==> src/sv/tea_pkg.sv <==
// Shared types, constants and the round function for the TEA block cipher.
package tea_pkg;

    // Round constant added to the running sum in every round
    localparam logic [31:0] TeaDelta = 32'h9e37_79b9;

    // Width of the configuration register index
    localparam int CfgIndexWidth = 8;

    // Configuration register indexes
    typedef enum logic [CfgIndexWidth-1:0] {
        CFG_KEY_WORD0 = 8'd0,
        CFG_KEY_WORD1 = 8'd1,
        CFG_KEY_WORD2 = 8'd2,
        CFG_KEY_WORD3 = 8'd3
    } cfg_index_t;

    // Operation codes
    localparam logic OpEncrypt = 1'b0;
    localparam logic OpDecrypt = 1'b1;

    // Input beat
    typedef struct packed {
        logic        op;
        logic [31:0] first_word;
        logic [31:0] second_word;
        logic        last_block;
    } blk_t;

    // Result beat
    typedef struct packed {
        logic [31:0] first_result;
        logic [31:0] second_result;
        logic        last_result;
    } res_t;

    // 128-bit key as four words
    typedef struct packed {
        logic [31:0] w0;
        logic [31:0] w1;
        logic [31:0] w2;
        logic [31:0] w3;
    } key_t;

    // Working state carried down the pipeline
    typedef struct packed {
        logic        op;
        logic [31:0] y;
        logic [31:0] z;
        logic        last;
    } stage_t;

    // TEA mixing term
    function automatic logic [31:0] tea_mix(
        input logic [31:0] v,
        input logic [31:0] sum,
        input logic [31:0] ka,
        input logic [31:0] kb
    );
        tea_mix = ((v << 4) + ka) ^ (v + sum) ^ ((v >> 5) + kb);
    endfunction

endpackage

==> src/sv/tea_key_regs.sv <==
// Key register file written through the configuration channel.
module tea_key_regs
    import tea_pkg::*;
(
    input  logic                     clk,
    input  logic                     rst_n,
    input  logic                     cfg_valid,
    output logic                     cfg_ready,
    input  logic [CfgIndexWidth-1:0] cfg_index,
    input  logic [31:0]              cfg_data,
    output key_t                     key
);

    key_t key_reg;
    key_t key_next;

    // Always take configuration beats
    assign cfg_ready = 1'b1;

    // Decode the register index; drop writes beyond the list
    always_comb
    begin
        key_next = key_reg;
        if (cfg_valid)
        begin
            case (cfg_index)
                CFG_KEY_WORD0: key_next.w0 = cfg_data;
                CFG_KEY_WORD1: key_next.w1 = cfg_data;
                CFG_KEY_WORD2: key_next.w2 = cfg_data;
                CFG_KEY_WORD3: key_next.w3 = cfg_data;
                default:       key_next = key_reg;
            endcase
        end
    end

    // Hold the key words
    always_ff @(posedge clk or negedge rst_n)
    begin
        if (!rst_n)
            key_reg <= '0;
        else
            key_reg <= key_next;
    end

    assign key = key_reg;

endmodule

==> config.mk <==
export PLATFORM = sky130hd
export DESIGN_NAME = tea_key_regs
export DESIGN_NICKNAME = d
export VERILOG_FILES = /design/src/sv/tea_pkg.sv /design/src/sv/tea_key_regs.sv
export SDC_FILE = /design/constraint.sdc
export NUM_CORES = 1
export LEC_CHECK = 0
export ABC_CLOCK_PERIOD_IN_PS = 1300
export BUFFER_PORTS_ARGS = -buffer_cell sky130_fd_sc_hd__buf_4
export CELL_PAD_IN_SITES_DETAIL_PLACEMENT = 2
export CELL_PAD_IN_SITES_GLOBAL_PLACEMENT = 2
export CORE_UTILIZATION = 30
export DETAILED_ROUTE_END_ITERATION = 7
export GPL_ROUTABILITY_DRIVEN = 0
export PLACE_DENSITY_LB_ADDON = 0.08
export SLEW_MARGIN = 10
export SYNTH_ARGS = -nofsm -noshare
export SYNTH_HDL_FRONTEND = slang
export SYNTH_SLANG_ARGS = --single-unit
==> constraint.sdc <==
create_clock -name clk -period 1.3 [get_ports clk]
set_input_delay 0.065 -clock clk [delete_from_list [all_inputs] [get_ports clk]]
set_output_delay 0.065 -clock clk [all_outputs]
set_load 0.02 [all_outputs]
==> insert_results.sql <==
INSERT INTO impl_metrics (metric_group, metric, value, unit) VALUES
('status', 'run_status', 'finished clean', ''),
('synthesis', 'postSynthAreaPerCell', '17.3', 'um^2'),
('die', 'placeableCoreArea', '0.0154', 'mm^2'),
('setup_path', 'worst-setup-path-type', 'in -> reg', ''),
('pwr', 'vdd_ir_drop_max', '879', 'uV'),
('routing', 'via_count_of_the_routed_design', '3256', ''),
('run', 'max_cap_violations', '0', ''),
('layout', 'layout_cells_sized_above_1', '67.1', '%'),
('layout', 'largest_register_ffs', '128', ''),
('synthesis', 'yosys_warnings', '0', ''),
('placement', 'post_dp_cell_area', '0.00646', 'mm^2'),
('global_routing', 'grt_overflow_total', '0', ''),
('global_routing', 'grt_start_max_net_pins', '33', ''),
('timing', 'max_slew.worst_pin.slew', '0.507', 'ns'),
('die', 'num_io_pins', '172', ''),
('synthesis', 'synth.largest_area_cell', 'dfrtp_1', ''),
('synthesis', 'yosys.area.top_type_share', '66.9', '%'),
('clocking', 'worst_setup_hold_path_clk_slew', '0.06', 'ns'),
('routing', 'dr_wl_met2', '6.97', 'mm'),
('global_routing', 'grt_antenna_before_repair', '0', ''),
('global_routing', 'wire_length_of_the_first_global_routing_pass', '21.9', 'mm'),
('routing', 'firstDrtPassIters', '4', ''),
('routing', 'via_per_inst', '4.48', ''),
('timing', 'fmax', '0.855', 'GHz'),
('die', 'chipHeight', '128', 'um'),
('routing', 'post_drt_wl_per_cell', '19.0', 'um'),
('routing', 'drtAntennaViolNets', '0', ''),
('clocking', 'post_cts.repair.setup_buffers', '0', ''),
('clocking', 'h_tree_depth_reported_by_cts', '4', ''),
('synthesis', 'synth.area.top_cells', 'dfrtp_1, mux2_2, buf_2, mux2_1, buf_4', ''),
('routing', 'top_layer_used', 'met4', ''),
('die', 'overall_die_area', '0.0165', 'mm^2'),
('setup_path', 'arrival', '1.47', 'ns'),
('layout', 'postLayoutCoreUtil', '48.6', '%'),
('pwr', 'powerDensity', '1450', 'mW/mm^2'),
('routing', 'met1Wirelength', '5.69', 'mm'),
('hold_path', 'hold_class', 'in -> async', ''),
('layout', 'antenna_cells_inserted', '0', ''),
('layout', 'final_nets', '546', ''),
('timing', 'setup_violations', '0', ''),
('pwr', 'total_leakage_power', '0.00400', 'uW'),
('layout', 'area.growth.synth_to_final', '56.2', '%'),
('timing', 'grt_setup_unrepaired', 'no', ''),
('global_routing', 'grt_use_total', '18.3', '%'),
('clocking', 'clock_buffer_depth', '2', ''),
('routing', 'wl_met3', '968', 'um'),
('routing', 'drt_first_iter_violations', '60', ''),
('timing', 'finalHoldViolations', '0', ''),
('clocking', 'numClockSinks', '128', ''),
('setup_path', 'setup.reg_to_reg.worst_slack', '0.50', 'ns'),
('die', 'starting_utilization_of_the_core_area', '31.1', '%'),
('synthesis', 'post_synth_inst_count', '277', ''),
('timing', 'final_min_period_over_clock_period', '90.0', '%'),
('clocking', 'source_to_sink_clock_delay_at_the_later_pin_of_the_worst_skew_pair', '0.41', 'ns'),
('timing', 'max_transition_margin', '66.2', '%'),
('die', 'fp.dieW', '128', 'um'),
('layout', 'final_cell_area', '0.00747', 'mm^2'),
('die', 'number_of_rows_in_the_core_area', '45', ''),
('clocking', 'cts_tree', 'yes', ''),
('synthesis', 'synth_cell_types', '12', ''),
('setup_path', 'cp-start-kind', 'input port', ''),
('timing', 'max_slew_vio_count', '0', ''),
('synthesis', 'synthesis.area', '0.00478', 'mm^2'),
('placement', 'hpwl', '9.55', 'mm'),
('setup_path', 'setup.worst_path.end_class', 'register', ''),
('layout', 'layout_commonest_cell', 'buf_4', ''),
('layout', 'layout_common_cells', 'buf_4, dfrtp_1, mux2_2', ''),
('placement', 'portBuffers', '170', ''),
('timing', 'time_the_final_worst_path_needs_with_i_o_delays_and_setup', '1.17', 'ns'),
('synthesis', 'postSynthRegisterBits', '128', ''),
('clocking', 'cts_root_buf', 'clkbuf_16', ''),
('clocking', 'tritoncts.num_buffers', '17', ''),
('routing', 'finalWirelength', '13.8', 'mm'),
('synthesis', 'nets_in_the_synthesized_netlist', '320', ''),
('setup_path', 'critical_path_peak_fanout', '19', ''),
('setup_path', 'required', '1.60', 'ns'),
('timing', 'finClkSkew', '0', 'ns'),
('routing', 'drcViolationCount', '0', ''),
('synthesis', 'synth_sequential_area_ratio', '66.9', '%'),
('global_routing', 'grt_pass1_vias', '3742', '');
synthesized netlist by cell type:
cell type	n
nor3_1	1
mux2_2	125
mux2_1	3
nand4b_1	2
buf_4	4
nor4b_2	1
and4bb_1	1
dfrtp_1	128
clkbuf_2	1
buf_2	9
nand4_1	1
conb_1	1
layout make-up:
cell class | instances | area, um^2
Clock inverter | 11 | 208
Tap cell | 211 | 264
Timing Repair Buffer | 221 | 1820
Clock buffer | 21 | 470
Sequential cell | 128 | 3200
Fill cell | 1480 | 7900
Multi-Input combinational cell | 135 | 1510
kinds of logic (layout without fill, tap and decap cells):
logic type	Yosys count	in the layout	share of synthesized area, %
multiplexers	128	128	30.1
flip-flops	128	128	66.9
buffers and inverters	14	253	1.67
AND/OR/NAND/NOR	6	6	1.18
other	1	1	0.0784
timing repair:
item,in CTS,in global routing
hold endpoints to repair,190,0
hold buffers,33,0
resized for setup,0,0
worst max-delay path, stage by stage:
cell and delay [ns]:
buf_4 0.11, nor3_1 0.25, buf_4 0.18, and4bb_2 0.30
buf_12 0.19, mux2_2 0.35
power breakdown:
group,switching [uW],internal (uW),total [uW]
logic,561,555,1120
registers,108,4180,4290
clock network,1710,3730,5440
stage by stage:
stage               total power (uW)  cells  hold WS [ns]  worst slack, ns  setup TNS [ns]
floorplan                       4750    277        -0.231          -0.0100          -0.285
detailed placement              5410    662        0.0690           -0.243          -22.25
global placement                5380    662        0.0703           -0.241          -19.65
CTS                            11000    727         0.151            0.204               0
finish                         10800    727         0.162            0.130               0
global route                   11300    727         0.176           0.0659               0
final timing paths:
check / endpoint / start / depth (start not counted)
min reg2reg: key[5]$_DFFE_PN0P_ / key[5]$_DFFE_PN0P_ / 1
min: key[85]$_DFFE_PN0P_ / rst_n / 2
max in group asynchronous: key[116]$_DFFE_PN0P_ / rst_n / 3
max: key[108]$_DFFE_PN0P_ / cfg_index[5] / 6
max reg2reg: key[41]$_DFFE_PN0P_ / key[41]$_DFFE_PN0P_ / 1
min in group clk: key[58]$_DFFE_PN0P_ / cfg_index[0] / 4
layer usage:
metal,track usage (%),vias up
li1,-,1438
met1,21.7,1694
met2,30.2,108
met3,6.30,16
met4,7.47,0
met5,0,-
No activity file was read; power rests on OpenSTA's default activity.
