--- src/sv/tea_pkg.sv ---
// Shared types, constants and the round function for the TEA block cipher.
package tea_pkg;

    // Round constant added to the running sum in every round
    localparam logic [31:0] TeaDelta = 32'h9e37_79b9;

    // Width of the configuration register index
    localparam int CfgIndexWidth = 8;

    // Configuration register indexes
    typedef enum logic [CfgIndexWidth-1:0] {
        CFG_KEY_WORD0 = 8'd0,
        CFG_KEY_WORD1 = 8'd1,
        CFG_KEY_WORD2 = 8'd2,
        CFG_KEY_WORD3 = 8'd3
    } cfg_index_t;

    // Operation codes
    localparam logic OpEncrypt = 1'b0;
    localparam logic OpDecrypt = 1'b1;

    // Input beat
    typedef struct packed {
        logic        op;
        logic [31:0] first_word;
        logic [31:0] second_word;
        logic        last_block;
    } blk_t;

    // Result beat
    typedef struct packed {
        logic [31:0] first_result;
        logic [31:0] second_result;
        logic        last_result;
    } res_t;

    // 128-bit key as four words
    typedef struct packed {
        logic [31:0] w0;
        logic [31:0] w1;
        logic [31:0] w2;
        logic [31:0] w3;
    } key_t;

    // Working state carried down the pipeline
    typedef struct packed {
        logic        op;
        logic [31:0] y;
        logic [31:0] z;
        logic        last;
    } stage_t;

    // TEA mixing term
    function automatic logic [31:0] tea_mix(
        input logic [31:0] v,
        input logic [31:0] sum,
        input logic [31:0] ka,
        input logic [31:0] kb
    );
        tea_mix = ((v << 4) + ka) ^ (v + sum) ^ ((v >> 5) + kb);
    endfunction

endpackage

--- src/sv/tea_round_stage.sv ---
// One half-round of TEA, encrypt or decrypt, with its pipeline register.
module tea_round_stage
    import tea_pkg::*;
#(
    parameter int ROUNDS = 32,
    parameter int HALF   = 0
)
(
    input  logic   clk,
    input  logic   rst_n,
    input  key_t   key,
    input  logic   up_valid,
    output logic   up_ready,
    input  stage_t up_data,
    output logic   dn_valid,
    input  logic   dn_ready,
    output stage_t dn_data
);

    // Round number and the sums it uses in each direction
    localparam int          Round   = HALF / 2;
    localparam logic        SecondHalf = (HALF % 2) == 1;
    localparam logic [63:0] EncProd = 64'(TeaDelta) * 64'(Round + 1);
    localparam logic [63:0] DecProd = 64'(TeaDelta) * 64'(ROUNDS - Round);
    localparam logic [31:0] EncSum  = EncProd[31:0];
    localparam logic [31:0] DecSum  = DecProd[31:0];

    logic   valid_reg;
    logic   valid_next;
    stage_t data_reg;
    stage_t data_next;
    logic   advance;

    // Take a new beat when empty or when the current one moves on
    assign advance  = !valid_reg || dn_ready;
    assign up_ready = advance;

    // Half-round: encrypt updates y then z, decrypt undoes z then y
    always_comb
    begin
        data_next = up_data;
        if (up_data.op == OpEncrypt)
        begin
            if (!SecondHalf)
                data_next.y = up_data.y + tea_mix(up_data.z, EncSum, key.w0, key.w1);
            else
                data_next.z = up_data.z + tea_mix(up_data.y, EncSum, key.w2, key.w3);
        end
        else
        begin
            if (!SecondHalf)
                data_next.z = up_data.z - tea_mix(up_data.y, DecSum, key.w2, key.w3);
            else
                data_next.y = up_data.y - tea_mix(up_data.z, DecSum, key.w0, key.w1);
        end
    end

    // Advance the valid bit
    always_comb
    begin
        valid_next = advance ? up_valid : valid_reg;
    end

    always_ff @(posedge clk or negedge rst_n)
    begin
        if (!rst_n)
            valid_reg <= 1'b0;
        else
            valid_reg <= valid_next;
    end

    // Load payload only when advancing
    always_ff @(posedge clk)
    begin
        if (advance && up_valid)
            data_reg <= data_next;
    end

    assign dn_valid = valid_reg;
    assign dn_data  = data_reg;

endmodule

--- config.mk ---
export PLATFORM = sky130hd
export DESIGN_NAME = tea_round_stage
export DESIGN_NICKNAME = d
export VERILOG_FILES = /design/src/sv/tea_pkg.sv /design/src/sv/tea_round_stage.sv
export SDC_FILE = /design/constraint.sdc
export NUM_CORES = 1
export LEC_CHECK = 0
export BUFFER_PORTS_ARGS = -buffer_cell sky130_fd_sc_hd__buf_2
export CAP_MARGIN = 40
export CORE_ASPECT_RATIO = 0.7
export CORE_UTILIZATION = 35
export CTS_CLUSTER_DIAMETER = 100
export CTS_CLUSTER_SIZE = 12
export DETAILED_ROUTE_END_ITERATION = 16
export SLEW_MARGIN = 10
export SYNTH_ARGS = -nofsm -noshare
export SYNTH_HDL_FRONTEND = slang
export SYNTH_SLANG_ARGS = --single-unit
--- constraint.sdc ---
create_clock -name clk -period 7.2 [get_ports clk]
set_input_delay 0.36 -clock clk [delete_from_list [all_inputs] [get_ports clk]]
set_output_delay 0.36 -clock clk [all_outputs]
set_load 0.01 [all_outputs]
==> flow_summary_export.csv, run 1 <==
group,metric,value,unit
outcome,status,"finished, final reports clean",
cells_and_area,fin_nets,2191,
synth,ys_types,85,
routing,top_layer_used,"met4",
routing,antenna_left,0,
sta,max_freq,184,MHz
placed_design,place.gp.congestion,0.921,
critical_path,critPathKind,"input port to flop",
die,rows,58,
synth,synth_edf_count,66,
clocking,cts_setup_buffers,0,
critical_path,reg2reg_from,"dn_valid",
synth,synth_compound_area_frac,0.238,
die,ios,266,
synth,ys_ff_latch,67,
sta,post-route-period-util,0.757,
min_path,hold_class,"input port to flop",
sta,rsz0062_at_grt,"false",
critical_path,rr_worst_depth,3,
synth,syn_nets,1929,
power_and_ir_drop,p_per_area,280,nW/um^2
clocking,cts_inserted_buffers,9,
critical_path,worstReg2RegEnd,"dn_data[32]",
cells_and_area,drive_gt1_frac,0.192,
routing,dr_wl_met3,2810,um
synth,synth_top_area_frac,0.200,
sta,setup_viol,0,
flow_run,maxCapViolCount,0,
placed_design,place_ws,1.47,ns
routing,wl_met1,24200,um
routing,drc,0,
critical_path,crit_fanout,7,
cells_and_area,fillers,3686,
clocking,clock-root-buffer,"clkbuf_16",
cells_and_area,area_delta_synth_final,16.8,%
sta,skew,0.00743,ns
sta,relSlewSlack,0.511,
power_and_ir_drop,power_frac_seq,0.140,
power_and_ir_drop,p_switching,2.06,mW
synth,yosys.area_share.simple,0.142,
synth,synth-main-ff-cell,"edfxtp_1",
routing,vias,12800,
clocking,clk_latency,0.36,ns
cells_and_area,final_common_cell,"xnor2_1",
routing,drt-total-wl,45600,um
synth,syn_inst,1549,
die,die_y,163,um
synth,synthTopCellsByArea,"xnor2_1, ha_1, edfxtp_1",
power_and_ir_drop,power_frac_comb,0.745,
cells_and_area,diodes,0,
clocking,ctsResizeCount,0,
clocking,cts.sinks,67,
power_and_ir_drop,clkPwrFrac,0.115,
critical_path,endpoint_kind,"flop",
synth,synth_top_family_by_area,"XOR/XNOR gates",
min_path,holdPathStages,1,
routing,drtIter0Drc,1338,
sta,setup_tns,0,ns
power_and_ir_drop,sw_frac_of_total,0.484,
global_routing,grt_pass1_vias,12100,
synth,synthMuxAreaShare,0.0271,
routing,dr.pass1.iters,7,
placed_design,hpwl,38200,um
power_and_ir_drop,intPower,2.20,mW
synth,yosys_warnings,0,
clocking,h-tree-depth,3,
sta,slew_viol_final,0,
die,fp.coreArea,36300,sq um
routing,wl_per_cell,19.9,um
min_path,worstHoldStart,"up_data[0]",
min_path,holdPathEnd,"dn_data[0]",
clocking,cts_tree,"done",
synth,yosysTopAreaCell,"xnor2_1",
die,start_util,0.359,
clocking,clk_pin_slew,0.07,ns
critical_path,required,7.30,ns
power_and_ir_drop,vdd_drop_max,142,uV
critical_path,reg2reg_slack,5.20,ns
global_routing,grt_max_degree,54,
die,die_w,233,um
power_and_ir_drop,cellLeakagePower,6.52,nW
critical_path,cp.arrival,5.55,ns
synth,synth-xor-area-share,0.239,
global_routing,grt_pass1_wl,68400,um
global_routing,antenna_found_initial,0,
routing,routed_via_density,5.57,
cells_and_area,mostFrequentLayoutCells,"xnor2_1, buf_2, ha_1",
sta,layout_min_cycle_time,5.45,ns
sta,fin_ws,1.75,ns
routing,wl_met2,18300,um
global_routing,gr-total-overflow,0,
clocking,holdBufCountCts,1,
global_routing,grt_usage,0.236,
sta,tightest_slew,0.723,ns
synth,synth-async-reset-ratio,0.0149,
synth,yosysSeqAreaShare,0.154,
synth,postSynthAreaPerCell,8.41,sq um
synth,synth_fa_ha_area_frac,0.178,
synth,synth_area,13000,sq um
sta,hold_viol_final,0,
placed_design,io_buffers,265,
die,dieArea,38000,sq um
clocking,cts_buffer_depth,2,
critical_path,critPathLaunch,"up_data[6]",
critical_path,startpoint_type,"input port",
## final cells by class
class	instances	area [sq um]	share of cell area
clock buffer	9	225	0.0148
clock inverter	7	82.6	0.00543
inverter	51	191	0.0126
multi-input combinational	1413	10700	0.706
sequential	67	2010	0.132
tap	480	601	0.0395
timing repair buffer	269	1360	0.0895
## synth_stat cells, drive strengths merged, types with 9 or more instances
master  number
xnor2      298
ha         176
a21oi      142
nand2      103
o21ai      101
nor2        80
a21o        72
edfxtp      66
xor2        53
inv         51
nand3       38
mux2        31
nor3        28
nand2b      24
o21bai      22
nor2b       17
and3        16
clkbuf      16
o21a        15
a211oi      14
nand4       14
a31oi       13
or3         13
nor4        11
o31ai        9
## stage by stage
step	utilization	instances	total power, mW	hold WS, ns	instance area (sq um)
floorplan	-	1549	2.84	0.0644	13000
global placement	0.411	2279	3.70	0.135	14900
detailed placement	0.411	2279	3.71	0.138	14900
CTS	0.419	2296	4.23	0.169	15200
global route	0.419	2296	4.56	0.173	15200
finish	0.419	2296	4.26	0.181	15200
## worst max-delay path, stage by stage
cell      delay, ns
buf_2          0.17
ha_1           0.25
fa_1           0.43
a211oi_1       0.25
o21bai_1       0.14
o22a_1         0.29
a211oi_1       0.48
o21ai_1        0.16
nor4_1         0.30
nor3_1         0.11
a21oi_1        0.18
xnor2_1        0.15
xnor2_1        0.13
ha_1           0.37
nand4_1        0.12
or3_1          0.32
o21ai_0        0.35
nand4_1        0.18
a31oi_1        0.17
xnor3_1        0.41
nor2_1         0.13
xor2_1         0.08
## worst max-delay path by stage
stage / end / slack [ns]
after floorplan: dn_data[64] / 2.24
after global placement: dn_data[64] / 1.50
after detailed placement: dn_data[64] / 1.47
after CTS: dn_data[64] / 1.82
after global routing: dn_data[64] / 1.35
final: dn_data[64] / 1.75
## kinds of logic after synthesis
| logic type | count (synthesis) |
|---|---|
| xor+xnor | 353 |
| fa+ha+maj | 182 |
| buf+inv | 69 |
| flops | 67 |
| simple gates | 375 |
| compound gates | 472 |
| mux | 31 |
## registers in the layout (all words and copies together) (netlist names)
name / cells
dn_data: 66
dn_valid: 1
## per-layer routing
layer | GRT usage | vias up
li1 | - | 6237
met2 | 0.340 | 456
met1 | 0.375 | 6077
met3 | 0.0274 | 22
met5 | 0 | -
met4 | 0.0318 | 0
## power groups by stage
stage | sequential [mW] | clock (mW) | combinational (mW)
2_1_floorplan | 0.657 | 0 | 2.18
3_5_place_dp | 0.608 | 0 | 3.10
4_1_cts | 0.600 | 0.500 | 3.13
3_3_place_gp | 0.608 | 0 | 3.09
5_1_grt | 0.606 | 0.514 | 3.44
6_report | 0.598 | 0.490 | 3.17
(Power assumes the default switching activity.)
==> inputs of run 2 (changes only) <==
- clock period: 7.2 -> 4.59 ns (I/O delays scaled with it)
==> run 2 against run 1 <==
Worst setup slack worse by 1.7 ns. Final area is 23% higher. Non-clock buffer count is 377 higher. Wire length is 11% higher. Worst hold slack worse by 0.12 ns. Global-route usage is 2.3 points higher. Critical endpoint unchanged. Largest cell class unchanged.
==> flow_summary_export.csv, run 2 (synthesized netlist as in run 1, its figures left out) <==
group,metric,value,unit
critical_path,reg2reg_from,"dn_valid",
clocking,cts.sinks,67,
routing,drtIter0Drc,1187,
global_routing,grt_usage,0.259,
die,dieArea,38000,sq um
critical_path,crit_chain,"buf_2, ha_1, a21oi_1, nor2_1, a211oi_1, o31ai_4, a311oi_2, o21bai_1, a21oi_1, xnor2_1, xnor2_1, buf_4, ha_1, nand4_1, o41a_1, o21ai_2, nand4_1, a31oi_1, xnor3_1, nor2_2, xor2_1",
cells_and_area,utilization,0.516,
min_path,holdPathStages,1,
routing,drt-total-wl,50800,um
routing,antenna_left,0,
global_routing,grt_pass1_wl,76000,um
power_and_ir_drop,p_per_area,442,nW/um^2
sta,hold_viol_final,0,
sta,post-route-period-util,0.982,
die,ios,266,
flow_run,maxCapViolCount,0,
outcome,status,"finished, final reports clean",
sta,setup_viol,0,
clocking,clock-root-buffer,"clkbuf_16",
clocking,h-tree-depth,3,
critical_path,slowest_delay,0.45,ns
power_and_ir_drop,totalPowerFinal,8.28,mW
critical_path,cp.arrival,4.61,ns
sta,slew_viol_final,0,
critical_path,startpoint_type,"input port",
clocking,clk_latency,0.35,ns
critical_path,worstReg2RegEnd,"dn_data[60]",
routing,wl_per_cell,19.0,um
placed_design,place_ws,-0.635,ns
die,die_y,163,um
sta,tightest_slew,0.702,ns
routing,routed_via_density,5.38,
clocking,cts_tree,"done",
power_and_ir_drop,vdd_drop_max,276,uV
placed_design,io_buffers,265,
cells_and_area,fillers,3453,
die,die_w,233,um
cells_and_area,mostFrequentLayoutCells,"buf_4, xnor2_1, buf_2",
sta,layout_min_cycle_time,4.51,ns
global_routing,antenna_found_initial,0,
clocking,clk_pin_slew,0.07,ns
routing,dr.pass1.iters,5,
die,rows,58,
min_path,hold_class,"input port to flop",
global_routing,grt_pass1_vias,13900,
clocking,cts_inserted_buffers,9,
critical_path,crit_fanout,4,
cells_and_area,final_common_cell,"buf_4",
cells_and_area,largest_reg_flops,66,
min_path,holdPathEnd,"dn_data[0]",
sta,relSlewSlack,0.526,
cells_and_area,area_delta_synth_final,43.6,%
global_routing,grt_max_degree,55,
sta,setup_tns,0,ns
die,fp.coreArea,36300,sq um
sta,fin_ws,0.0849,ns
critical_path,reg2reg_slack,2.59,ns
critical_path,crit_slowest_cell,"o41a_1",
routing,drc,0,
global_routing,gr-total-overflow,0,
critical_path,required,4.70,ns
placed_design,place.gp.congestion,0.974,
routing,vias,14400,
critical_path,endpoint_kind,"flop",
cells_and_area,diodes,0,
cells_and_area,fin_nets,2568,
critical_path,crit_buf_inv,2,
min_path,worstHoldStart,"up_data[0]",
critical_path,rr_worst_depth,3,
sta,max_freq,222,MHz
placed_design,hpwl,42400,um
critical_path,critPathKind,"input port to flop",
critical_path,crit_family,"compound AO/OA/AOI/OAI gates",
die,start_util,0.359,
sta,skew,0.00727,ns
power_and_ir_drop,cellLeakagePower,8.50,nW
clocking,cts_buffer_depth,2,
sta,rsz0062_at_grt,"true",
cells_and_area,drive_gt1_frac,0.373,
[run 2: what timing repair did]
action / in CTS / in global routing
setup buffers: 3 / 14
gates resized for setup: 25 / 99
setup endpoints to repair: 9 / 19
cloned: 0 / 0
pin swaps: 16 / 57
endpoints found under the hold margin: 1 / 0
hold buffers: 1 / 0
[run 2: power breakdown]
part           switching (mW)  leakage [nW]  internal, mW
logic                    3.29          7.71          3.25
registers              0.0317         0.641         0.906
clock network           0.317         0.151         0.478
[run 2: metrics by stage]
stage          cells  hold slack, ns  area, sq um
6_report        2673          0.0640        18700
5_1_grt         2673          0.0464        18700
4_1_cts         2660          0.0512        18100
3_5_place_dp    2640         0.00592        17600
3_3_place_gp    2640         0.00423        17600
2_1_floorplan   1549         -0.0661        13000
[run 2: worst max-delay path by stage]
stage	cells past startpoint	slack (ns)	from	to
2_1_floorplan	22	0.008	key[64]	dn_data[64]
3_3_place_gp	23	-0.54	up_data[6]	dn_data[53]
3_5_place_dp	26	-0.63	up_data[38]	dn_data[32]
4_1_cts	22	0.001	up_data[1]	dn_data[63]
5_1_grt	21	-0.12	up_data[9]	dn_data[64]
6_report	21	0.08	up_data[9]	dn_data[64]
[run 2: area by class of cell]
class                   count  area [sq um]  share of cell area
clock buffers              10           229              0.0122
clock inverters             6          88.8             0.00475
inverters                  51           191              0.0102
multi-input cells        1413         11400               0.608
flip-flops and latches     67          2010               0.107
well taps                 480           601              0.0321
repair buffers            646          4230               0.226
[run 2: layer usage]
| metal | wire, um | GRT usage | vias to the layer above |
|---|---|---|---|
| met5 | 0 | 0 | - |
| met4 | 645 | 0.0452 | 0 |
| met3 | 3830 | 0.0386 | 38 |
| met2 | 20700 | 0.377 | 559 |
| met1 | 25700 | 0.399 | 6785 |
| li1 | - | - | 7009 |
